$ cat config.mk
export PLATFORM = sky130hd
export DESIGN_NAME = sbus_frame_decoder_unit
export DESIGN_NICKNAME = d
export VERILOG_FILES = /design/src/sfd_pkg.sv /design/src/sfd_front.sv /design/src/sfd_queue.sv /design/src/sfd_back.sv /design/src/sbus_frame_decoder_unit.sv
export SDC_FILE = /design/constraint.sdc
export NUM_CORES = 1
export LEC_CHECK = 0
export ABC_AREA = 0
export BUFFER_PORTS_ARGS = -buffer_cell sky130_fd_sc_hd__buf_2
export CORE_ASPECT_RATIO = 2
export CORE_MARGIN = 3
export CORE_UTILIZATION = 40
export CTS_CLUSTER_SIZE = 28
export DETAILED_ROUTE_END_ITERATION = 12
export PLACE_DENSITY = 0.64
export REMOVE_ABC_BUFFERS = 1
export SYNTH_ARGS = -nofsm -noshare
export SYNTH_HDL_FRONTEND = slang
export SYNTH_SLANG_ARGS = --single-unit
$ cat constraint.sdc
create_clock -name clk -period 6.1 [get_ports clk]
set_input_delay 0.305 -clock clk [delete_from_list [all_inputs] [get_ports clk]]
set_output_delay 0.305 -clock clk [all_outputs]
set_load 0.02 [all_outputs]
$ cat src/sfd_pkg.sv
// Shared types and constants for the SBUS frame decoder.
// No dependencies; imported by every module of the block.
package sfd_pkg;

	localparam int FRAME_BYTES  = 25;
	localparam int BUFFER_BYTES = 36;
	localparam int CNT_W        = $clog2(BUFFER_BYTES + 1);

	localparam int CH_W      = 11;
	localparam int NUM_CH    = 10;
	localparam int NUM_STICK = 6;
	localparam int NUM_SW    = NUM_CH - NUM_STICK;
	localparam int CH_BITS   = NUM_CH * CH_W;

	localparam int DECODE_BYTES = 1 + (CH_BITS + 7) / 8;
	localparam int PAYLOAD_W    = (DECODE_BYTES - 1) * 8;
	localparam int IDX_W        = $clog2(DECODE_BYTES);

	localparam int QUEUE_DEPTH = 2;
	localparam int QPTR_W      = $clog2(QUEUE_DEPTH);
	localparam int QCNT_W      = $clog2(QUEUE_DEPTH + 1);

	localparam logic [7:0] SBUS_HEADER = 8'h0F;

	localparam logic [CH_W-1:0] MAX_MAG_RESET  = 11'd660;
	localparam logic [CH_W-1:0] DEADBAND_RESET = 11'd10;

	typedef enum logic {
		REG_MAX_MAG  = 1'b0,
		REG_DEADBAND = 1'b1
	} reg_idx_t;

	typedef enum logic [1:0] {
		ST_ACCEPT  = 2'd0,
		ST_REJECT  = 2'd1,
		ST_BAD_HDR = 2'd2
	} status_t;

	typedef struct packed {
		logic               hdr_ok;
		logic [CH_BITS-1:0] bits;
	} frame_t;

	typedef struct packed {
		logic   push;
		frame_t data;
	} push_t;

endpackage

$ cat src/sfd_front.sv
// Front end: accepts byte and idle beats, keeps the frame store and byte count,
// and pushes complete frames to the queue. Depends on sfd_pkg.
module sfd_front import sfd_pkg::*; (
	input  logic       clk,
	input  logic       arst_n,
	input  logic       in_valid,
	output logic       in_ready,
	input  logic       mode,
	input  logic [7:0] rx_byte,
	input  logic       q_full,
	output push_t      q_push
);

	logic [7:0]           store_q [DECODE_BYTES];
	logic [CNT_W-1:0]     cnt_q;
	logic                 accept;
	logic [PAYLOAD_W-1:0] payload;

	assign in_ready = !q_full;
	assign accept   = in_valid && in_ready;

	always_ff @(posedge clk or negedge arst_n) begin
		if (!arst_n) begin
			cnt_q <= '0;
		end else if (accept) begin
			if (mode) begin
				cnt_q <= '0;
			end else if (cnt_q < CNT_W'(BUFFER_BYTES)) begin
				cnt_q <= cnt_q + CNT_W'(1);
			end
		end
	end

	always_ff @(posedge clk) begin
		if (accept && !mode && (cnt_q < CNT_W'(DECODE_BYTES))) begin
			store_q[cnt_q[IDX_W-1:0]] <= rx_byte;
		end
	end

	always_comb begin
		payload = '0;
		for (int i = 1; i < DECODE_BYTES; i++) begin
			payload[(i-1)*8 +: 8] = store_q[i];
		end
	end

	always_comb begin
		q_push.push        = accept && mode && (cnt_q == CNT_W'(FRAME_BYTES));
		q_push.data.hdr_ok = (store_q[0] == SBUS_HEADER);
		q_push.data.bits   = payload[CH_BITS-1:0];
	end

endmodule

$ cat src/sfd_queue.sv
// Two-entry frame queue between front and back ends.
// Depends on sfd_pkg.
module sfd_queue import sfd_pkg::*; (
	input  logic   clk,
	input  logic   arst_n,
	input  push_t  q_push,
	input  logic   pop,
	output logic   full,
	output logic   not_empty,
	output frame_t head
);

	frame_t            mem_q [QUEUE_DEPTH];
	logic [QPTR_W-1:0] wr_ptr_q;
	logic [QPTR_W-1:0] rd_ptr_q;
	logic [QCNT_W-1:0] count_q;
	logic              do_push;
	logic              do_pop;

	assign full      = (count_q == QCNT_W'(QUEUE_DEPTH));
	assign not_empty = (count_q != '0);
	assign do_push   = q_push.push && !full;
	assign do_pop    = pop && not_empty;
	assign head      = mem_q[rd_ptr_q];

	always_ff @(posedge clk or negedge arst_n) begin
		if (!arst_n) begin
			wr_ptr_q <= '0;
			rd_ptr_q <= '0;
			count_q  <= '0;
		end else begin
			if (do_push) begin
				wr_ptr_q <= (wr_ptr_q == QPTR_W'(QUEUE_DEPTH - 1)) ? '0 : wr_ptr_q + QPTR_W'(1);
			end
			if (do_pop) begin
				rd_ptr_q <= (rd_ptr_q == QPTR_W'(QUEUE_DEPTH - 1)) ? '0 : rd_ptr_q + QPTR_W'(1);
			end
			if (do_push && !do_pop) begin
				count_q <= count_q + QCNT_W'(1);
			end else if (do_pop && !do_push) begin
				count_q <= count_q - QCNT_W'(1);
			end
		end
	end

	always_ff @(posedge clk) begin
		if (do_push) begin
			mem_q[wr_ptr_q] <= q_push.data;
		end
	end

`ifndef SYNTH
	a_count_bound: assert property (@(posedge clk) disable iff (!arst_n)
		count_q <= QCNT_W'(QUEUE_DEPTH))
		else $error("frame queue count beyond depth");
`endif

endmodule

$ cat src/sfd_back.sv
// Back end: unpacks queued frames, centers and deadbands sticks, checks range,
// keeps current values and the output register. Depends on sfd_pkg.
module sfd_back import sfd_pkg::*; (
	input  logic                   clk,
	input  logic                   arst_n,
	input  logic                   cfg_we,
	input  logic                   cfg_index,
	input  logic [CH_W-1:0]        cfg_data,
	input  logic                   q_valid,
	input  frame_t                 q_head,
	output logic                   q_pop,
	output logic                   out_valid,
	input  logic                   out_ready,
	output logic signed [CH_W-1:0] out_stick [NUM_STICK],
	output logic [CH_W-1:0]        out_switch [NUM_SW],
	output status_t                out_status
);

	logic [CH_W-1:0]        max_mag_q;
	logic [CH_W-1:0]        deadband_q;

	logic                   valid_s1;
	frame_t                 frame_s1;

	logic signed [CH_W-1:0] cur_stick_q [NUM_STICK];
	logic [CH_W-1:0]        cur_sw_q [NUM_SW];

	logic                   out_valid_q;
	logic signed [CH_W-1:0] out_stick_q [NUM_STICK];
	logic [CH_W-1:0]        out_sw_q [NUM_SW];
	status_t                out_status_q;

	logic [CH_W-1:0]        raw [NUM_CH];
	logic signed [CH_W-1:0] ctr [NUM_STICK];
	logic [CH_W:0]          mag [NUM_STICK];
	logic                   in_db [NUM_STICK];
	logic signed [CH_W-1:0] stick_val [NUM_STICK];
	logic                   reject;
	logic                   out_load;
	logic                   load_s1;

	always_ff @(posedge clk or negedge arst_n) begin
		if (!arst_n) begin
			max_mag_q  <= MAX_MAG_RESET;
			deadband_q <= DEADBAND_RESET;
		end else if (cfg_we) begin
			case (reg_idx_t'(cfg_index))
				REG_MAX_MAG:  max_mag_q  <= cfg_data;
				REG_DEADBAND: deadband_q <= cfg_data;
				default: ;
			endcase
		end
	end

	assign out_load = valid_s1 && (!out_valid_q || out_ready);
	assign load_s1  = q_valid && (!valid_s1 || out_load);
	assign q_pop    = load_s1;

	always_ff @(posedge clk or negedge arst_n) begin
		if (!arst_n) begin
			valid_s1 <= 1'b0;
		end else begin
			valid_s1 <= load_s1 || (valid_s1 && !out_load);
		end
	end

	always_ff @(posedge clk) begin
		if (load_s1) begin
			frame_s1 <= q_head;
		end
	end

	always_comb begin
		reject = 1'b0;
		for (int k = 0; k < NUM_CH; k++) begin
			raw[k] = frame_s1.bits[k*CH_W +: CH_W];
		end
		for (int k = 0; k < NUM_STICK; k++) begin
			ctr[k]   = $signed({~raw[k][CH_W-1], raw[k][CH_W-2:0]});
			mag[k]   = ctr[k][CH_W-1] ? ((CH_W+1)'(0) - {ctr[k][CH_W-1], ctr[k]})
			                          : {1'b0, ctr[k]};
			in_db[k] = (mag[k] <= {1'b0, deadband_q});
			stick_val[k] = in_db[k] ? '0 : ctr[k];
			if (!in_db[k] && (mag[k] > {1'b0, max_mag_q})) begin
				reject = 1'b1;
			end
		end
	end

	always_ff @(posedge clk or negedge arst_n) begin
		if (!arst_n) begin
			for (int k = 0; k < NUM_STICK; k++) cur_stick_q[k] <= '0;
			for (int k = 0; k < NUM_SW; k++) cur_sw_q[k] <= '0;
		end else if (out_load && frame_s1.hdr_ok) begin
			for (int k = 0; k < NUM_STICK; k++) begin
				cur_stick_q[k] <= reject ? '0 : stick_val[k];
			end
			for (int k = 0; k < NUM_SW; k++) begin
				cur_sw_q[k] <= reject ? '0 : raw[NUM_STICK + k];
			end
		end
	end

	always_ff @(posedge clk or negedge arst_n) begin
		if (!arst_n) begin
			out_valid_q <= 1'b0;
		end else if (out_load) begin
			out_valid_q <= 1'b1;
		end else if (out_ready) begin
			out_valid_q <= 1'b0;
		end
	end

	always_ff @(posedge clk) begin
		if (out_load) begin
			if (!frame_s1.hdr_ok) begin
				out_stick_q  <= cur_stick_q;
				out_sw_q     <= cur_sw_q;
				out_status_q <= ST_BAD_HDR;
			end else if (reject) begin
				for (int k = 0; k < NUM_STICK; k++) out_stick_q[k] <= '0;
				for (int k = 0; k < NUM_SW; k++) out_sw_q[k] <= '0;
				out_status_q <= ST_REJECT;
			end else begin
				out_stick_q <= stick_val;
				for (int k = 0; k < NUM_SW; k++) out_sw_q[k] <= raw[NUM_STICK + k];
				out_status_q <= ST_ACCEPT;
			end
		end
	end

	assign out_valid  = out_valid_q;
	assign out_stick  = out_stick_q;
	assign out_switch = out_sw_q;
	assign out_status = out_status_q;

`ifndef SYNTH
	a_reject_zero: assert property (@(posedge clk) disable iff (!arst_n)
		(out_valid_q && out_status_q == ST_REJECT) |->
		(out_stick_q[0] == '0 && out_stick_q[3] == '0 && out_sw_q[0] == '0 &&
		 cur_stick_q[0] == '0 && cur_sw_q[NUM_SW-1] == '0))
		else $error("rejected frame carries nonzero values");
`endif
`ifndef SYNTH
	a_bad_hdr_keeps: assert property (@(posedge clk) disable iff (!arst_n)
		(out_valid_q && out_status_q == ST_BAD_HDR) |->
		(out_stick_q[0] == cur_stick_q[0] && out_sw_q[0] == cur_sw_q[0]))
		else $error("bad header frame does not repeat current values");
`endif
`ifndef SYNTH
	a_s1_hold: assert property (@(posedge clk) disable iff (!arst_n)
		(valid_s1 && !out_load) |=> (valid_s1 && $stable(frame_s1)))
		else $error("decode stage lost a stalled frame");
`endif

endmodule

$ cat src/sbus_frame_decoder_unit.sv
// Top level of the SBUS frame decoder: front end, frame queue and back end.
// Depends on sfd_pkg, sfd_front, sfd_queue and sfd_back.
//
//  channel  handshake            payload
//  -------  -------------------  ------------------------------------------
//  in       in_valid / in_ready  mode, rx_byte
//  out      out_valid/out_ready  stick_1..4, knob_1..2, switch_1..4,
//                                frame_status
//  cfg      cfg_we               cfg_index, cfg_data
//
// One beat per cycle on the input while in_ready is high; a frame result passes
// through the queue, decode register and output register after its idle beat.
// in_ready drops only while the two-entry frame queue is full.
// Reset clears byte count, current values and config to their defaults.
module sbus_frame_decoder_unit import sfd_pkg::*; (
	input  logic                   clk,
	input  logic                   arst_n,
	input  logic                   cfg_we,
	input  logic                   cfg_index,
	input  logic [CH_W-1:0]        cfg_data,
	input  logic                   in_valid,
	output logic                   in_ready,
	input  logic                   mode,
	input  logic [7:0]             rx_byte,
	output logic                   out_valid,
	input  logic                   out_ready,
	output logic signed [CH_W-1:0] stick_1,
	output logic signed [CH_W-1:0] stick_2,
	output logic signed [CH_W-1:0] stick_3,
	output logic signed [CH_W-1:0] stick_4,
	output logic signed [CH_W-1:0] knob_1,
	output logic signed [CH_W-1:0] knob_2,
	output logic [CH_W-1:0]        switch_1,
	output logic [CH_W-1:0]        switch_2,
	output logic [CH_W-1:0]        switch_3,
	output logic [CH_W-1:0]        switch_4,
	output logic [1:0]             frame_status
);

	push_t                  q_push;
	logic                   q_full;
	logic                   q_valid;
	logic                   q_pop;
	frame_t                 q_head;
	logic signed [CH_W-1:0] stick [NUM_STICK];
	logic [CH_W-1:0]        sw [NUM_SW];
	status_t                status;

	sfd_front u_front (
		.clk      (clk),
		.arst_n   (arst_n),
		.in_valid (in_valid),
		.in_ready (in_ready),
		.mode     (mode),
		.rx_byte  (rx_byte),
		.q_full   (q_full),
		.q_push   (q_push)
	);

	sfd_queue u_queue (
		.clk       (clk),
		.arst_n    (arst_n),
		.q_push    (q_push),
		.pop       (q_pop),
		.full      (q_full),
		.not_empty (q_valid),
		.head      (q_head)
	);

	sfd_back u_back (
		.clk        (clk),
		.arst_n     (arst_n),
		.cfg_we     (cfg_we),
		.cfg_index  (cfg_index),
		.cfg_data   (cfg_data),
		.q_valid    (q_valid),
		.q_head     (q_head),
		.q_pop      (q_pop),
		.out_valid  (out_valid),
		.out_ready  (out_ready),
		.out_stick  (stick),
		.out_switch (sw),
		.out_status (status)
	);

	assign stick_1      = stick[0];
	assign stick_2      = stick[1];
	assign stick_3      = stick[2];
	assign stick_4      = stick[3];
	assign knob_1       = stick[4];
	assign knob_2       = stick[5];
	assign switch_1     = sw[0];
	assign switch_2     = sw[1];
	assign switch_3     = sw[2];
	assign switch_4     = sw[3];
	assign frame_status = status;

endmodule
; Word-level counts from Yosys, hierarchy flattened
; Memory sizes are Yosys's and may differ from the RTL's. A register that Yosys moved wholly into a read port is not among the register bits.
; Cells that the tools add are included.
[totals]
ff_bits = 256
latch_bits = 0
mem_bits_rw = 342
romBits = 0
in_bits = 26
output_inout_bits = 114
word_cells = 153
n_memories = 2
[mem_list]
columns = memory, depth, word_bits, read_ports, rd_clocked_by_memory_dff, write_ports, line_no
row1 = u_queue.mem_q, 2, 111, 1, 1, 1, sfd_queue.sv:13  ; frame_t mem_q [QUEUE_DEPTH];
row2 = u_front.store_q, 15, 8, 15, 0, 1, sfd_front.sv:14  ; logic [7:0] store_q [DECODE_BYTES];
[op_classes]
n_addsub = 11
multipliers = 0
n_div = 0
magnitude_cmp = 14
n_eq_ne = 3
shift = 0
n_mux = 45
bitwise = 7
n_reduce_logical = 42
[ops]
columns = operator, n
row1 = two-way mux 11 bit, 16
row2 = two-way mux 66 bit, 2
row3 = two-way mux 44 bit, 2
row4 = greater-than comparator 12 x 11 -> 1 bit, 6
row5 = <= comparator 12 x 11 -> 1 bit, 6
row6 = two-way mux 12 bit, 6
row7 = subtractor 1 x 11 -> 12 bit (first input constant), 6
row8 = logical AND 1 bit, 19
row9 = two-way mux 1 bit, 15
row10 = logical NOT 1 bit, 13
row11 = two-way mux 6 bit, 2
row12 = equality test 8 x 4 -> 1 bit (second input constant), 1
row13 = nonzero test 2 bit, 4
row14 = NOT 1 bit, 7
row15 = adder 6 x 1 -> 6 bit (second input constant), 1
row16 = equality test 6 x 5 -> 1 bit (second input constant), 1
row17 = < comparator 6 x 4 -> 1 bit (second input constant), 1
row18 = < comparator 6 bit (second input constant), 1
row19 = AND reduction 2 bit, 3
row20 = two-way mux 2 bit, 2
row21 = logical OR 1 bit, 3
row22 = adder 1 bit (second input constant), 2
row23 = adder 2 x 1 -> 2 bit (second input constant), 1
row24 = equality test 2 bit (second input constant), 1
row25 = subtractor 2 x 1 -> 2 bit (second input constant), 1

; Depth between registers and ports, before layout
; Gate-level depths: netlist of the first run.
[depth]
ltp_word = 14
mapped_depth = 18
ltp_nobuf = 14

; Modules after synthesis
; From an unflattened synthesis of the first run, not the netlist that was laid out.
[hier_totals]
cells_unflattened = 2145
area_unflattened_um2 = 30783.3
[modules_own_cells]
columns = mod, instances, cells_per_inst, area_per_inst_um2, seq_area_each_um2
row1 = sfd_back, 1, 1583, 18377.6, 10057.1
row2 = sfd_queue, 1, 364, 8226.6, 6766.5
row3 = sfd_front, 1, 198, 4179.0, 3693.5

; Worst setup path before layout of the first run
; OpenSTA, ideal clock, no wires.
[synth_path]
path_type = register -> register
from = register u_queue.count_q[0]
to = memory u_queue.mem_q[0][0] (netlist bit), enable pin
setup_ps = 595
arrival_ps = 6047
required_ps = 5505
path_slack_ps = -542
stages_incl_launch_ff = 5
path_buffers = 0
synth_period_minus_slack_ps = 6642
path_cell_list = dfrtp_1 nand2b_1 and3_1 and3_1 nor2b_1
[synth_via]
elab_chain_len = 8
[synth_lines]
columns = element, line_no
row1 = start: declaration, sfd_queue.sv:16  ; logic [QCNT_W-1:0] count_q;
row2 = start signal: assignment, sfd_queue.sv:39  ; count_q <= count_q + QCNT_W'(1);
row3 = start signal: assignment, sfd_queue.sv:41  ; count_q <= count_q - QCNT_W'(1);
row4 = equality test 2 bit *, sfd_queue.sv:20  ; assign full = (count_q == QCNT_W'(QUEUE_DEPTH));
row5 = logical NOT 1 bit *, sfd_front.sv:19  ; assign in_ready = !q_full;
row6 = via in_ready, sbus_frame_decoder_unit.sv:22  ; output logic in_ready,
row7 = logical AND 1 bit, sfd_front.sv:20  ; assign accept = in_valid && in_ready;
row8 = logical AND 1 bit (2 in series), sfd_front.sv:48  ; q_push.push = accept && mode && (cnt_q == CNT_W'(FRAME_BYTES));
row9 = logical AND 1 bit *, sfd_queue.sv:22  ; assign do_push = q_push.push && !full;
row10 = via u_queue.do_push, sfd_queue.sv:17  ; logic do_push;
row11 = two-way mux 1 bit *, sfd_queue.sv:47  ; if (do_push) begin
row12 = two-way mux 1 bit (not written as such) *, sfd_queue.sv:48  ; mem_q[wr_ptr_q] <= q_push.data;
row13 = end: declaration, sfd_queue.sv:13
; Mark *: on every way through the listed nets, which the timed path passes. The rest lies on a longest branch.

; Worst setup path after layout of the first run
[layout_path]
from = register, netlist name u_back.ctr[25]
to = register u_back.out_stick_q (netlist bit u_back.out_stick[63]) (data pin)
[layout_via]
elab_chain_len = 10
elab_cells_between_ends = 11
classes_between = add/sub: 1 / order compare: 2 / mux: 6 / reduce/logical: 2
[layout_lines]
columns = element, line_no
row1 = subtractor 1 x 11 -> 12 bit, sfd_back.sv:80  ; mag[k] = ctr[k][CH_W-1] ? ((CH_W+1)'(0) - {ctr[k][CH_W-1], ctr[k]})
row2 = two-way mux 12 bit *, sfd_back.sv:80
row3 = <= comparator 12 x 11 -> 1 bit, sfd_back.sv:82  ; in_db[k] = (mag[k] <= {1'b0, deadband_q});
row4 = logical NOT 1 bit, sfd_back.sv:84  ; if (!in_db[k] && (mag[k] > {1'b0, max_mag_q})) begin
row5 = logical AND 1 bit *, sfd_back.sv:84
row6 = two-way mux 1 bit * (3 in series), sfd_back.sv:84
row7 = two-way mux 66 bit *, sfd_back.sv:120  ; end else if (reject) begin
row8 = two-way mux 66 bit *, sfd_back.sv:116  ; if (!frame_s1.hdr_ok) begin
row9 = end signal: assignment, sfd_back.sv:117  ; out_stick_q <= cur_stick_q;
row10 = end signal: assignment, sfd_back.sv:125  ; out_stick_q <= stick_val;
row11 = end: declaration, sfd_back.sv:29  ; logic signed [CH_W-1:0] out_stick_q [NUM_STICK];
; Mark *: on every way between the ends. The rest lies on a longest branch, timed or not.
; A chain may end at the register's enable or synchronous reset.

==> results.txt, run 1 <==
Entering global routing, the biggest net connects 142 pins. Internal power comes to 10,800 uW. Derived from the worst setup path, the maximum achievable clock frequency is 0.197 GHz. The length in cells of the worst reg-to-reg path was 13. Summed over all cells, the static leakage comes to 0.0124 uW. The summed negative setup slack over all endpoints came out at 0 ns. Headroom to the max-slew limit came out at 26.2%. The tools report the worst hold margin as 0.0676 ns.

Maximum buffer depth of the clock tree: 3. For this design the top-level I/O count stands at 140. Setup repair after global routing left no endpoint under its margin. The effective utilization at floorplan was 40.3%.

The type of the tightest min-delay check is in2reg. Relative to the synthesized area, the layout overhead comes to 12.3%. Buffers inserted during clock tree synthesis total 57. Transition time at the pin with the least slew margin: 1.10 ns. Most numerous cell in the Yosys netlist: sky130_fd_sc_hd__edfxtp_1. Synthesis produced a netlist whose cell count is 2,124. In this run the vertical extent of the chip is 395 um.

The power per unit of standard cell area was 528 nW/um^2; the iteration-0 DRC count of the detailed router was 1,329. Of all nets on the critical path, the largest fanout is 107. The tools report the reported net switching power as 7170 uW. By area the synthesized netlist is led by sky130_fd_sc_hd__edfxtp_1 (56%), sky130_fd_sc_hd__dfrtp_1 (11%), sky130_fd_sc_hd__ha_1 (5.9%). The count of warnings emitted by yosys is 0.

The average detailed-routed wire length per instance is 22.9 um, and the placer congestion estimate is 0.884. In the global route stage, overall resource usage came out at 18.6%. The post-synthesis area per instance is 14.2 um^2. VDD sags by at most 0.000739 V. The port buffer count was 139; the final max-slew violation count was 0. The worst path in the final design needs a cycle of 5.07 ns, including I/O delays and setup. The routed layout has 18.4k vias. TritonCTS built the clock tree. The run gives 40.5% as the fraction of power consumed by sequential logic. The total of cells resized after clock tree synthesis is 0, and the die boundary width is 200 um. The share of total power dissipated in the clock network is 20.7%. The HPWL after detailed placement is 49,700 um. The total length of routed wires is 75,500 um.

Setup violations remaining at the end of the flow were counted as 0. Setup slack on the worst reg-to-reg path comes out at 1.03 ns. STA classifies the critical path endpoint as a flop. After global routing the overflow that remains totals 0. The initialized floorplan defines 142 standard-cell rows.

The ratio of routed vias to standard cells works out to 5.58. The critical path arrival was 5.39 ns; the fraction of layout cells with a size suffix above 1 was 18.0%. Of all cell types, the one taking the most synthesized area is sky130_fd_sc_hd__edfxtp_1.

The source of the worst hold timing path is mode. For hold timing, the worst endpoint is u_front.cnt_q[1]. The number of antenna diodes came out at 0. Counting instances in the post-synthesis netlist gives the leading cell types as sky130_fd_sc_hd__edfxtp_1 (563), sky130_fd_sc_hd__ha_1 (143), sky130_fd_sc_hd__dfrtp_1 (138). After synthesis, the netlist uses 55 different library cells. The pre-antenna-repair detailed-routing pass consisted of 5 iterations.

The run finished with clean final reports. The share of total power in combinational logic was 38.7%. Max-cap violations in this run came to 0. After clock tree synthesis, the clock-pin slew on the worst setup and hold paths is 0.07 ns. For this run, the leading register cell type out of synthesis is sky130_fd_sc_hd__edfxtp_1. STA classifies the critical path startpoint as a flop. Via count of the first global-routing pass: 18.9k. The worst hold path depth is 3. At the end of the flow, the number of nets in the layout was 2,405.

The number of setup buffers added after CTS is 0, and the initial antenna violation count is 1. In this run the critical register-to-register path is launched from u_back.ctr[25]. In this run the critical register-to-register path is captured at u_back.out_stick[63]. The type of the worst setup path was reg2reg.

The clock arrives with 0.0215 ns of skew. The flop and latch count out of synthesis came out at 707. The tree is rooted in a sky130_fd_sc_hd__clkbuf_16. The share of flip-flops with an asynchronous set or reset was 20.4%; the switching share of total power was 40.0%. At the worst endpoint, the required time is 6.42 ns. For the overall die area, the log shows 79,100 um^2.

After detailed routing, the number of remaining DRC violations is 0. The tools report the wire length of the first global-routing pass as 114,000 um. In this run the standard cell core region covers 75,000 um^2. In this run the remaining antenna-violating nets after routing total 0. Of the synthesized area, sequential elements account for 67.9%. The H-tree was split into 2 levels. The clock reaches the later pin of the worst-skew pair after 0.62 ns. The top cell type by area accounts for 55.9% of the synthesized area. Counting flops with a built-in enable in the synthesized netlist gives 563. Cells fill 45.3% of the core in the end. The part of the cycle the worst path needs was 83.0%; the netlist area before placement was 30,200 um^2. Count of endpoints failing hold in the final timing report: 0. The number of clock sinks seen by CTS is 707.
## per-layer routing
| metal | track usage [%] | wire, um | vias up |
|---|---|---|---|
| li1 | - | - | 8381 |
| met1 | 21.3 | 28900 | 9278 |
| met2 | 34.7 | 40200 | 566 |
| met3 | 2.70 | 3350 | 156 |
| met4 | 7.64 | 3080 | 2 |
| met5 | 0 | 7 | - |
## per-stage QoR
| stage | setup WS (ns) | instances | cell area, um^2 | power [uW] |
|---|---|---|---|---|
| 2_1_floorplan | -0.741 | 1998 | 29700 | 11600 |
| 3_3_place_gp | 1.33 | 3172 | 31900 | 14000 |
| 3_5_place_dp | 1.11 | 3172 | 31900 | 14300 |
| 4_1_cts | 1.03 | 3293 | 34000 | 18100 |
| 5_1_grt | 0.600 | 3293 | 34000 | 19000 |
| 6_report | 1.03 | 3293 | 34000 | 17900 |
## layout make-up
class	count	area, um^2
timing repair buffer	179	1060
clock buffer	77	1580
clock inverter	31	300
inverter	131	494
sequential	707	20500
tap	1008	1260
multi-input combinational	1160	8740
fill	6665	41000
## kinds of logic (layout without fill, tap and decap cells)
family / count (synthesis) / in the layout / synth area share [%]
and+or+nand+nor: 470 / 470 / 8.01
AOI/OAI and AO/OA: 362 / 362 / 8.37
xor gates and xnor gates: 56 / 56 / 1.62
DFF: 707 / 707 / 67.9
adders and majority gates: 143 / 143 / 5.92
buffers and inverters: 257 / 418 / 3.43
muxes: 129 / 129 / 4.80
## critical path, cell delays in order (launching register included)
cell and delay [ns]:
sky130_fd_sc_hd__edfxtp_1 0.50, sky130_fd_sc_hd__nor4_1 0.50, sky130_fd_sc_hd__nand2_1 0.11, sky130_fd_sc_hd__nor2_1 0.13, sky130_fd_sc_hd__nor4b_1 0.43, sky130_fd_sc_hd__ha_1 0.21
sky130_fd_sc_hd__nand3_1 0.13, sky130_fd_sc_hd__nor3_1 0.25, sky130_fd_sc_hd__a21boi_0 0.27, sky130_fd_sc_hd__o21a_1 0.63, sky130_fd_sc_hd__o311ai_1 0.38, sky130_fd_sc_hd__nand3_4 0.48
sky130_fd_sc_hd__buf_12 0.37, sky130_fd_sc_hd__o22ai_1 0.19
## cell usage in the layout (no fill, tap or decap), drive strengths merged, types with 33 or more instances in the layout
master / n
nand3: 111
o2bb2ai: 37
a21oi: 53
ha: 143
dfrtp: 138
nand2: 88
buf: 166
inv: 132
edfxtp: 563
o22ai: 135
nand4: 107
clkbuf: 77
nor2: 61
mux2: 129
nor3: 33
o41ai: 48
## power groups by stage
stage	logic [uW]	registers (uW)	clock network [uW]
after floorplan	3900	7650	0
after global placement	6680	7340	0
after detailed placement	6950	7360	0
after CTS	6980	7270	3810
after global routing	7610	7380	3990
final	6940	7270	3720
## sequential cells by signal, summed over array words and instances (netlist names), 11 cells and up
name	cells
u_back.ctr	60
u_back.out_stick	66
u_back.cur_stick_q	66
u_queue.mem_q	222
u_back.frame_s1	51
u_back.max_mag_q	11
u_back.deadband_q	11
u_front.store_q	118
u_back.cur_sw_q	44
u_back.out_switch	44
## timing repair
| item | CTS | global route |
|---|---|---|
| hold buffers | 13 | 0 |
| hold endpoints to repair | 71 | 0 |
| setup endpoints to repair | 0 | 0 |
## worst max path at each step
stage / startpoint / to / cells after the start
floorplan: u_back.ctr[25] / u_back.out_stick[0] / 12
global placement: u_back.ctr[25] / u_back.out_stick[60] / 13
detailed placement: u_back.ctr[25] / u_back.out_stick[50] / 13
CTS: u_back.ctr[25] / u_back.out_stick[50] / 13
global route: u_back.ctr[25] / u_back.out_stick[51] / 13
finish: u_back.ctr[25] / u_back.out_stick[63] / 13
No activity file was read; power rests on OpenSTA's default activity.
==> run 2: changes to the inputs <==
Clock period 6.1 ns to 4.5 ns, I/O delays scaled along.
==> run 2 against run 1 <==
Against the previous run:
- highest routed layer unchanged
- register-to-register slack lost 0.81 ns
- cell area increased by 0.96%
- via count rose by 0.24%
- core utilization increased by 0.43 points
- largest power group is now combinational logic
- largest cell class unchanged
- fmax up 19%
- non-clock buffer count rose by 24
- sequential power grew 35%
- critical path type unchanged
- critical endpoint is now u_back.cur_stick_q[3]
- sequential share of layout area fell by 0.57 points
==> results.txt, run 2 (synthesized netlist as in run 1, its figures left out) <==
The top achievable clock speed is 0.234 GHz (was 0.197 GHz), and the overall power is 24,800 uW (was 17,900 uW). Routed via count: 18.4k (about the same). The count of boundary I/O pins was 140 (unchanged). The part of the cycle the worst path needs is 95.0% (was 83.0%), and the reported net switching power is 9910 uW (was 7170 uW).

The worst relative slew slack was 29.7% (was 26.2%); the fraction of power consumed by sequential logic was 39.6% (was 40.5%). Commonest non-fill, non-tap cell in the layout: sky130_fd_sc_hd__edfxtp_1 (unchanged). The count of endpoints failing hold in the final timing report was 0 (unchanged).

The share of total power in combinational logic came out at 40.1% (was 38.7%). The number of clock sinks seen by CTS was 707 (unchanged); the length in cells of the worst reg-to-reg path was 15 (was 13). Data required time of the critical path: 4.97 ns (was 6.42 ns). The run gives 0.23 ns (was 1.03 ns) as the minimum setup slack among reg-to-reg paths. Source of the worst hold timing path: in_valid (was mode). The via count of the first global-routing pass is 19.2k (was 18.9k), and the detailed-route DRC error count is 0 (unchanged). The number of iterations in the first detailed-routing pass is 7 (was 5), and the number of max-cap violations is 0 (unchanged).

Switching share of total power: 39.9% (was 40.0%). The start point of the critical path was u_back.ctr[14] (was u_back.ctr[25]). The post-layout minimum cycle time works out to 4.27 ns (was 5.07 ns). The area growth from synthesis to layout is 13.4% (was 12.3%), and the HPWL reported at the end of detailed placement is 50,800 um (was 49,700 um). The critical register-to-register path endpoint is u_back.cur_stick_q[3] (was u_back.out_stick[63]). The type of the tightest min-delay check was in2reg (unchanged). Post-placement cell count: 3,195 (was 3,172). The tools report the final non-filler cell total as 3,316 (was 3,293).

The utilization after layout is 45.7% (was 45.3%). TritonCTS built the clock tree. The setup slack at placement came out at 0.128 ns (was 1.11 ns).

The power per unit of standard cell area was 725 nW/um^2 (was 528 nW/um^2). The timing endpoint of the critical path is u_back.cur_stick_q[3] (was u_back.out_stick[63]). Die boundary width: 200 um (unchanged). The register bank with the most flops was u_queue.mem_q (unchanged). The transition time at the pin with the least slew margin was 1.04 ns (was 1.10 ns); the count of nets left with antenna violations after detail routing was 0 (unchanged). The tools report the critical path startpoint category as a flop (unchanged). For the cell-internal power, the log shows 14,900 uW (was 10,800 uW). The logs give 1,289 (was 1,329) for the iteration-0 DRC count of the detailed router and 79,100 um^2 (unchanged) for the overall die area. Highest-count cells in the layout ignoring fill and taps: sky130_fd_sc_hd__edfxtp_1 (563), sky130_fd_sc_hd__ha_1 (143), sky130_fd_sc_hd__buf_2 (138), sky130_fd_sc_hd__dfrtp_1 (137), sky130_fd_sc_hd__o22ai_1 (135) (unchanged). The worst voltage drop across the vdd grid is 0.000688 V (was 0.000739 V), and the flip-flop count of the largest register, all copies and words added is 222 (unchanged).

Clock transition at the register clock pins on the worst setup and hold paths after CTS: 0.07 ns (about the same). The fraction of layout cells with a size suffix above 1 is 19.0% (was 18.0%). The placer congestion estimate came out at 0.874 (was 0.884). Ratio of routed vias to standard cells: 5.56 (was 5.58).

The run gives 2,429 (was 2,405) as the net count reported at finish. The CTS buffer count was 57 (unchanged); the wire length of the first global-routing pass was 116,000 um (was 114,000 um). The static leakage power is 0.0126 uW (was 0.0124 uW). For the worst-case clock skew, the log shows 0.0187 ns (was 0.0215 ns).

The effective utilization at floorplan was 40.3% (unchanged); the critical path arrival was 4.74 ns (was 5.39 ns). The run gives 76,100 um (was 75,500 um) as the total length of routed wires. The tools report the share of power burned in the clock network as 20.3% (was 20.7%).

The number of H-tree levels is 2 (unchanged). The average detailed-routed wire length per instance works out to 23.0 um (was 22.9 um). For the maximum buffer depth of the clock tree, the log shows 3 (unchanged). The vertical extent of the die was 395 um (unchanged).

The tools report the clock root buffer as sky130_fd_sc_hd__clkbuf_16 (unchanged). The worst hold path depth was 3 (unchanged). The tools report the category of the worst setup path capture point as a flop (unchanged).

The standard cell core area is 75,000 um^2 (unchanged). Setup repair after global routing left no endpoint under its margin. The clock latency reported for the late side of the worst-skew pair is 0.62 ns (about the same). The type of the worst setup path was reg2reg (unchanged). The flow ran to the end, and the final reports show no timing, DRC or antenna violations. The tools report the startpoint of the lowest-slack register-to-register path as u_back.ctr[14] (was u_back.ctr[25]).

Final max-slew violation count: 0 (unchanged). Final worst setup slack: 0.226 ns (was 1.03 ns). The row count was 142 (unchanged); the number of antenna diodes was 0 (unchanged). Maximum fanout encountered on the critical timing path: 35 (was 107). The port buffer count was 139 (unchanged). The all-layer global routing usage was 19.0% (was 18.6%); the overflow left after global routing was 0 (unchanged). Number of failing setup endpoints in the final timing report: 0 (unchanged).

The pin count of the biggest net entering global routing is 86 (was 142). For the initial antenna violation count, the log shows 1 (unchanged).
[run 2: changes by cell type in the layout (fill, tap and decap cells not counted), sizes merged]
cell,delta
buf,+23
clkbuf,-11
clkinvlp,+5
inv,+3
bufinv,+1
clkinv,+1
dlygate4sd3,+1
[run 2: area by class of cell]
| class | count | area, um^2 |
|---|---|---|
| Multi-Input combinational cell | 1160 | 8740 |
| Timing Repair Buffer | 203 | 1370 |
| Fill cell | 6638 | 40700 |
| Tap cell | 1008 | 1260 |
| Inverter | 131 | 494 |
| Clock buffer | 66 | 1470 |
| Clock inverter | 41 | 415 |
| Sequential cell | 707 | 20500 |
[run 2: layer usage]
metal  global-route usage (%)  vias to the layer above  wire, um
li1                         -                     8439         -
met1                     21.7                     9263     28700
met2                     35.4                      574     41000
met3                     2.61                      150      3360
met4                     7.80                        2      3100
met5                        0                        -        13
[run 2: worst max-delay path, cell delays in order, from the launching register on]
cell and delay [ns]:
sky130_fd_sc_hd__edfxtp_1 0.43, sky130_fd_sc_hd__nor2_1 0.30, sky130_fd_sc_hd__nand3_1 0.16, sky130_fd_sc_hd__nor4_1 0.35, sky130_fd_sc_hd__a31oi_1 0.17, sky130_fd_sc_hd__xnor2_1 0.32, sky130_fd_sc_hd__ha_1 0.33, sky130_fd_sc_hd__a21o_1 0.18
sky130_fd_sc_hd__a21oi_1 0.14, sky130_fd_sc_hd__nand3_1 0.10, sky130_fd_sc_hd__o21a_1 0.23, sky130_fd_sc_hd__a22oi_1 0.35, sky130_fd_sc_hd__buf_4 0.20, sky130_fd_sc_hd__nand4_2 0.09, sky130_fd_sc_hd__buf_4 0.32, sky130_fd_sc_hd__o41ai_1 0.45
[run 2: what timing repair did]
action,in CTS,in global routing
setup endpoints to repair,0,89
hold buffers,14,0
setup buffers,0,0
gates resized for setup,0,3
hold endpoints to repair,86,0
[run 2: how the worst min path moves through the flow]
stage,end,slack (ns)
4_1_cts,u_front.cnt_q[3],0.006
2_1_floorplan,u_back.cur_stick_q[0],-0.07
3_3_place_gp,u_back.cur_sw_q[30],0.26
5_1_grt,u_front.cnt_q[4],0.04
6_report,u_front.cnt_q[3],0.04
3_5_place_dp,u_back.cur_sw_q[28],0.27
[run 2: power by group through the flow]
stage                     Clock [uW]  Combinational, uW  Sequential, uW
after floorplan                    0               5260           10400
after global placement             0               9610            9940
after detailed placement           0               9950            9950
after CTS                       5180              10000            9840
after global routing            5430              10900            9970
final                           5050               9960            9820
[run 2: through the flow]
stage / hold slack, ns / TNS (ns) / instance area [um^2]
after CTS: 0.00592 / 0 / 34300
after global placement: 0.265 / 0 / 32200
after global routing: 0.0389 / 0 / 34300
after floorplan: -0.0706 / -735.06 / 29700
final: 0.0428 / 0 / 34300
after detailed placement: 0.272 / 0 / 32200
